File: src/rtl/core/tocdv_pkg.sv
`timescale 1ns / 1ps
`default_nettype none
// ----------------------------------------------------------------------------
// tocdv_pkg
// Shared types, codes and helpers of the three-oscillator decay voice.
// ----------------------------------------------------------------------------
package tocdv_pkg;

  localparam int NUM_OSC_DEF    = 3;
  localparam int PHASE_BITS_DEF = 32;
  localparam int NUM_STEPS      = 3;
  localparam int STEP_W         = 31;
  localparam int NOTE_W         = 16;
  localparam int SAMPLE_W       = 16;
  localparam int WAVE_W         = 2;
  localparam int DIV_W          = 33;
  localparam int DIVISOR_W      = 16;

  localparam logic [NOTE_W-1:0] NOTE_LENGTH_RESET = 16'd22050;

  localparam logic [WAVE_W-1:0] WAVE_SAW      = 2'd0;
  localparam logic [WAVE_W-1:0] WAVE_SQUARE   = 2'd1;
  localparam logic [WAVE_W-1:0] WAVE_TRIANGLE = 2'd2;

  localparam logic OP_START  = 1'b0;
  localparam logic OP_SAMPLE = 1'b1;

  localparam logic [1:0] REG_WAVE_A      = 2'd0;
  localparam logic [1:0] REG_WAVE_B      = 2'd1;
  localparam logic [1:0] REG_WAVE_C      = 2'd2;
  localparam logic [1:0] REG_NOTE_LENGTH = 2'd3;

  typedef struct packed {
    logic                              start;
    logic [NUM_STEPS-1:0][STEP_W-1:0]  step;
  } cmd_t;

  typedef struct packed {
    logic valid;
    cmd_t cmd;
  } queue_out_t;

  function automatic logic signed [32:0] osc_wave(input logic [WAVE_W-1:0] kind,
                                                  input logic signed [31:0] p);
    logic signed [33:0] p34;
    logic signed [33:0] half;
    logic signed [33:0] t;
    p34  = 34'(p);
    half = 34'sd1073741824;
    unique case (kind)
      WAVE_SAW:    t = p34;
      WAVE_SQUARE: t = (p34 > 34'sd0) ? 34'sd2147483648 : -34'sd2147483648;
      WAVE_TRIANGLE: begin
        if (p34 > half) begin
          t = (half - p34) <<< 1;
        end else if (p34 < -half) begin
          t = (-half - p34) <<< 1;
        end else begin
          t = p34 <<< 1;
        end
      end
      default: t = 34'sd0;
    endcase
    return 33'(t);
  endfunction

endpackage
`default_nettype wire

File: src/rtl/core/tocdv_front.sv
`timescale 1ns / 1ps
`default_nettype none
// ----------------------------------------------------------------------------
// tocdv_front
// Input acceptance, operation decode and a two-entry command queue.
// ----------------------------------------------------------------------------
module tocdv_front (
  input  wire logic                          clk,
  input  wire logic                          rst,
  input  wire logic                          in_valid,
  output logic                               in_stall,
  input  wire logic                          operation,
  input  wire logic [tocdv_pkg::STEP_W-1:0]  step_a,
  input  wire logic [tocdv_pkg::STEP_W-1:0]  step_b,
  input  wire logic [tocdv_pkg::STEP_W-1:0]  step_c,
  input  wire logic                          pop,
  output tocdv_pkg::queue_out_t              q_out
);

  tocdv_pkg::cmd_t     entry [2];
  tocdv_pkg::cmd_t     cmd_in;
  logic [1:0]          count;
  logic                wr_ptr;
  logic                rd_ptr;
  logic                push;
  logic                take;

  assign in_stall = (count == 2'd2);
  assign push     = in_valid && !in_stall;
  assign take     = pop && (count != 2'd0);

  assign cmd_in.start   = (operation == tocdv_pkg::OP_START);
  assign cmd_in.step[0] = step_a;
  assign cmd_in.step[1] = step_b;
  assign cmd_in.step[2] = step_c;

  assign q_out.valid = (count != 2'd0);
  assign q_out.cmd   = entry[rd_ptr];

  always_ff @(posedge clk) begin
    if (rst) begin
      count  <= '0;
      wr_ptr <= 1'b0;
      rd_ptr <= 1'b0;
    end else begin
      if (push) begin
        wr_ptr <= !wr_ptr;
      end
      if (take) begin
        rd_ptr <= !rd_ptr;
      end
      unique case ({push, take})
        2'b10:   count <= count + 1'b1;
        2'b01:   count <= count - 1'b1;
        default: count <= count;
      endcase
    end
  end

  always_ff @(posedge clk) begin
    if (push) begin
      entry[wr_ptr] <= cmd_in;
    end
  end

endmodule
`default_nettype wire

File: config.mk
export PLATFORM = sky130hd
export DESIGN_NAME = tocdv_front
export DESIGN_NICKNAME = d
export VERILOG_FILES = /design/src/rtl/core/tocdv_pkg.sv /design/src/rtl/core/tocdv_front.sv
export SDC_FILE = /design/constraint.sdc
export NUM_CORES = 1
export LEC_CHECK = 0
export ABC_AREA = 1
export BUFFER_PORTS_ARGS = -buffer_cell sky130_fd_sc_hd__buf_2
export CORE_MARGIN = 2
export CORE_UTILIZATION = 32
export DETAILED_ROUTE_END_ITERATION = 7
export PLACE_DENSITY = 0.54
export SYNTH_ARGS = -nofsm -noshare
export SYNTH_HDL_FRONTEND = slang
export SYNTH_SLANG_ARGS = --single-unit
File: constraint.sdc
create_clock -name clk -period 6.4 [get_ports clk]
set_input_delay 0 -clock clk [delete_from_list [all_inputs] [get_ports clk]]
set_output_delay 0 -clock clk [all_outputs]
set_load 0.02 [all_outputs]
==> qor.log <==
INFO  worst_setup_path worstPathBufferInverterCount=3
INFO  sta            maxSlewHeadroom=25.1%
INFO  global_route   grt_util_all_layers=12.7%
INFO  cts            insertion_delay=0.42ns
INFO  cts            cts_made_buffers=17
INFO  synth          synth_enable_flop_cells=188
INFO  global_route   globalRoute.totalOverflow=0
INFO  sta            finalHoldViolCount=0
INFO  global_route   grt_first_pass_wirelength=22,700um
INFO  synth          yosys-top-cells-area=sky130_fd_sc_hd__edfxtp_1, sky130_fd_sc_hd__mux2_2, sky130_fd_sc_hd__dfxtp_1, sky130_fd_sc_hd__buf_6, sky130_fd_sc_hd__nor2_1
INFO  cts            cts-hold-fix-buffers=97
INFO  pwr            pwr_density_cell=340nW/um^2
INFO  synth          ys_warn_count=0
INFO  routing        avg_wl_per_cell=15.5um
INFO  synth          yosys_top_cell_by_area=sky130_fd_sc_hd__edfxtp_1
INFO  synth          synth-seq-cells=193
INFO  sta            timing.final.crit_period=2.83ns
INFO  routing        routed_wire_length=14,400um
INFO  synth          synth.top_cells.by_count=sky130_fd_sc_hd__edfxtp_1, sky130_fd_sc_hd__mux2_2, sky130_fd_sc_hd__nor2_1, sky130_fd_sc_hd__inv_1, sky130_fd_sc_hd__nand2_1
INFO  cts            clock_sink_count=193
INFO  synth          yosysTopAreaCellShare=80.1%
INFO  cts            root_buffer=sky130_fd_sc_hd__clkbuf_16
INFO  routing        total_iterations_of_the_first_detailed_routing_run=4
INFO  hold_path      holdCritPathClass=in2reg
INFO  cts            ctsResizeCount=0
INFO  sta            setup-tns-final=0ns
INFO  die            floorplan.die_area=23,200um^2
INFO  sta            maxClockFrequency=354MHz
INFO  worst_setup_path worst_setup_path_category=reg2reg
INFO  cts            post-cts-setup-buffers=0
INFO  worst_setup_path critical_path_maximum_fanout=57
INFO  sta            max_slew.worst_pin.slew=1.12ns
INFO  cts            clock_tree.buffer_depth=2
INFO  synth          synth_area=7040um^2
INFO  synth          ys_dominant_reg_cell=sky130_fd_sc_hd__edfxtp_1
INFO  worst_setup_path worst_ep_arrival_time=2.88ns
INFO  routing        drc_errors=0
INFO  place          dp.final_hpwl=8820um
INFO  synth          synthArstFlopShare=0%
INFO  synth          synth_sequential_area_ratio=81.6%
INFO  die            ios=194
INFO  worst_setup_path worst_path_largest_cell_delay=0.84ns
INFO  global_route   grt_pass1_vias=4,524
INFO  sta            grt_setup_unrepaired=false
INFO  synth          synth.lib_cells_used.distinct=13
INFO  final_layout   fin_nets=734
INFO  final_layout   fin_cells=928
INFO  final_layout   layout-drive-gt1-share=50.0%
INFO  routing        vias_per_cell=4.36
INFO  worst_setup_path crit_path_end_kind=flip-flop
INFO  cts            clock_tree_from_tritoncts=yes
INFO  worst_setup_path worst_setup_path_start_kind=flip-flop
INFO  worst_setup_path path_delay_family=simple AND/OR/NAND/NOR gates
INFO  worst_setup_path critPathRequiredTime=6.45ns
INFO  synth          syn_avg_cell_area=21.2um^2
INFO  synth          syn_nets=432
INFO  worst_setup_path cp_cell_sequence=inv_1 -> nor2_1 -> nor2_1 -> inv_1 -> nor2_4 -> buf_4
INFO  cts            ctsHtreeMaxLevel=4
INFO  sta            clock_skew=0.00806ns
INFO  final_layout   flow.area_growth_from_synthesis=39.9%
INFO  global_route   initial_antenna_violation_count=0
INFO  die            floorplan.die.height=152um
INFO  cts            clk_pin_slew_worst_paths=0.07ns
INFO  place          dpl.cell_count=799
INFO  global_route   grt_start_max_net_pins=58
INFO  final_layout   antennaDiodeCount=0
INFO  sta            layout_worst_path_cycle_share=44.2%
INFO  run_status     run_status=completed
INFO  die            placementRows=54
INFO  routing        via_count=4,046
INFO  pwr            vdd_drop_max=0.000179V
INFO  die            start_util=32.5%
INFO  sta            slew_viol_final=0
INFO  synth          synth_most_common_cell=sky130_fd_sc_hd__edfxtp_1
INFO  sta            final-setup-viol-count=0
INFO  place          number_of_buffer_cells_added_on_primary_ports=193
INFO  worst_setup_path critical_path.slowest_cell=sky130_fd_sc_hd__nor2_4
INFO  pwr            p_leak=3.71nW
INFO  die            core_area=21,700um^2
INFO  routing        drt_iter0_markers=117
INFO  die            horiz_die_dim=152um
INFO  synth          post_synth_inst_count=333
INFO  place          place.gp.congestion=0.691
INFO  flow_run       drv.max_cap_violation_count=0
INFO  routing        drt.antenna.violating_nets=0
==> sequential cells by signal, indices dropped and copies added (netlist names), named ones only <==
signal,count
entry,188
rd_ptr,1
wr_ptr,1
count,2
==> final cells by class <==
cell class	count	area [um^2]
Inverter	11	43.8
Clock inverter	15	155
Timing Repair Buffer	293	1960
Tap cell	280	350
Multi-Input combinational cell	119	1170
Clock buffer	17	425
Fill cell	1917	11800
Sequential cell	193	5750
==> placed cells by master (no fill, tap or decap), drive strengths merged <==
master,count
nor2,12
dfxtp,5
o21ai,2
edfxtp,188
clkinvlp,4
bufinv,2
mux2,94
inv,16
clkinv,4
buf,196
nand2,8
ha,1
a21oi,1
dlygate4sd3,97
clkbuf,17
nand4,1
==> cells by family after synthesis <==
family	Yosys count	synth area share, %
flip-flops	193	81.6
multiplexers	94	15.0
buffers and inverters	21	1.86
AO/OA/AOI/OAI	3	0.213
adder cells (fa/ha/maj)	1	0.178
AND/OR/NAND/NOR	21	1.15
==> per-layer routing <==
metal  global-route usage [%]  vias up  wire length (um)
li1                         -     1896                 -
met5                        0        -                 0
met4                     5.83        0               339
met2                     22.6      131              7400
met1                     14.0     1997              5910
met3                     3.61       22               703
==> path summary, 6_finish.rpt <==
kind                                      to  slack (ns)      start  cells after the start
worst max-delay path            entry[0][36]        3.57   count[1]                      6
worst min-delay path             entry[1][1]        0.30  step_a[1]                      2
worst max register to register  entry[0][36]        3.57   count[1]                      6
worst min register to register     flip-flop        0.52     rd_ptr                      2
==> through the flow <==
stage	setup WS (ns)	area [um^2]	util, %	total power, mW	hold WS (ns)
global placement	3.60	8310	38.3	2.29	0.188
detailed placement	3.51	8310	38.3	2.30	0.193
global route	3.30	9860	45.5	3.51	0.278
finish	3.57	9860	45.5	3.35	0.302
floorplan	1.23	7040	-	2.09	0.0989
CTS	3.49	9860	45.5	3.40	0.272
==> power breakdown <==
part / switching (mW) / internal (mW)
Clock: 0.464 / 0.580
Combinational: 0.411 / 0.295
Sequential: 0.0559 / 1.55
Note: power is estimated with default switching activity, not from simulation.
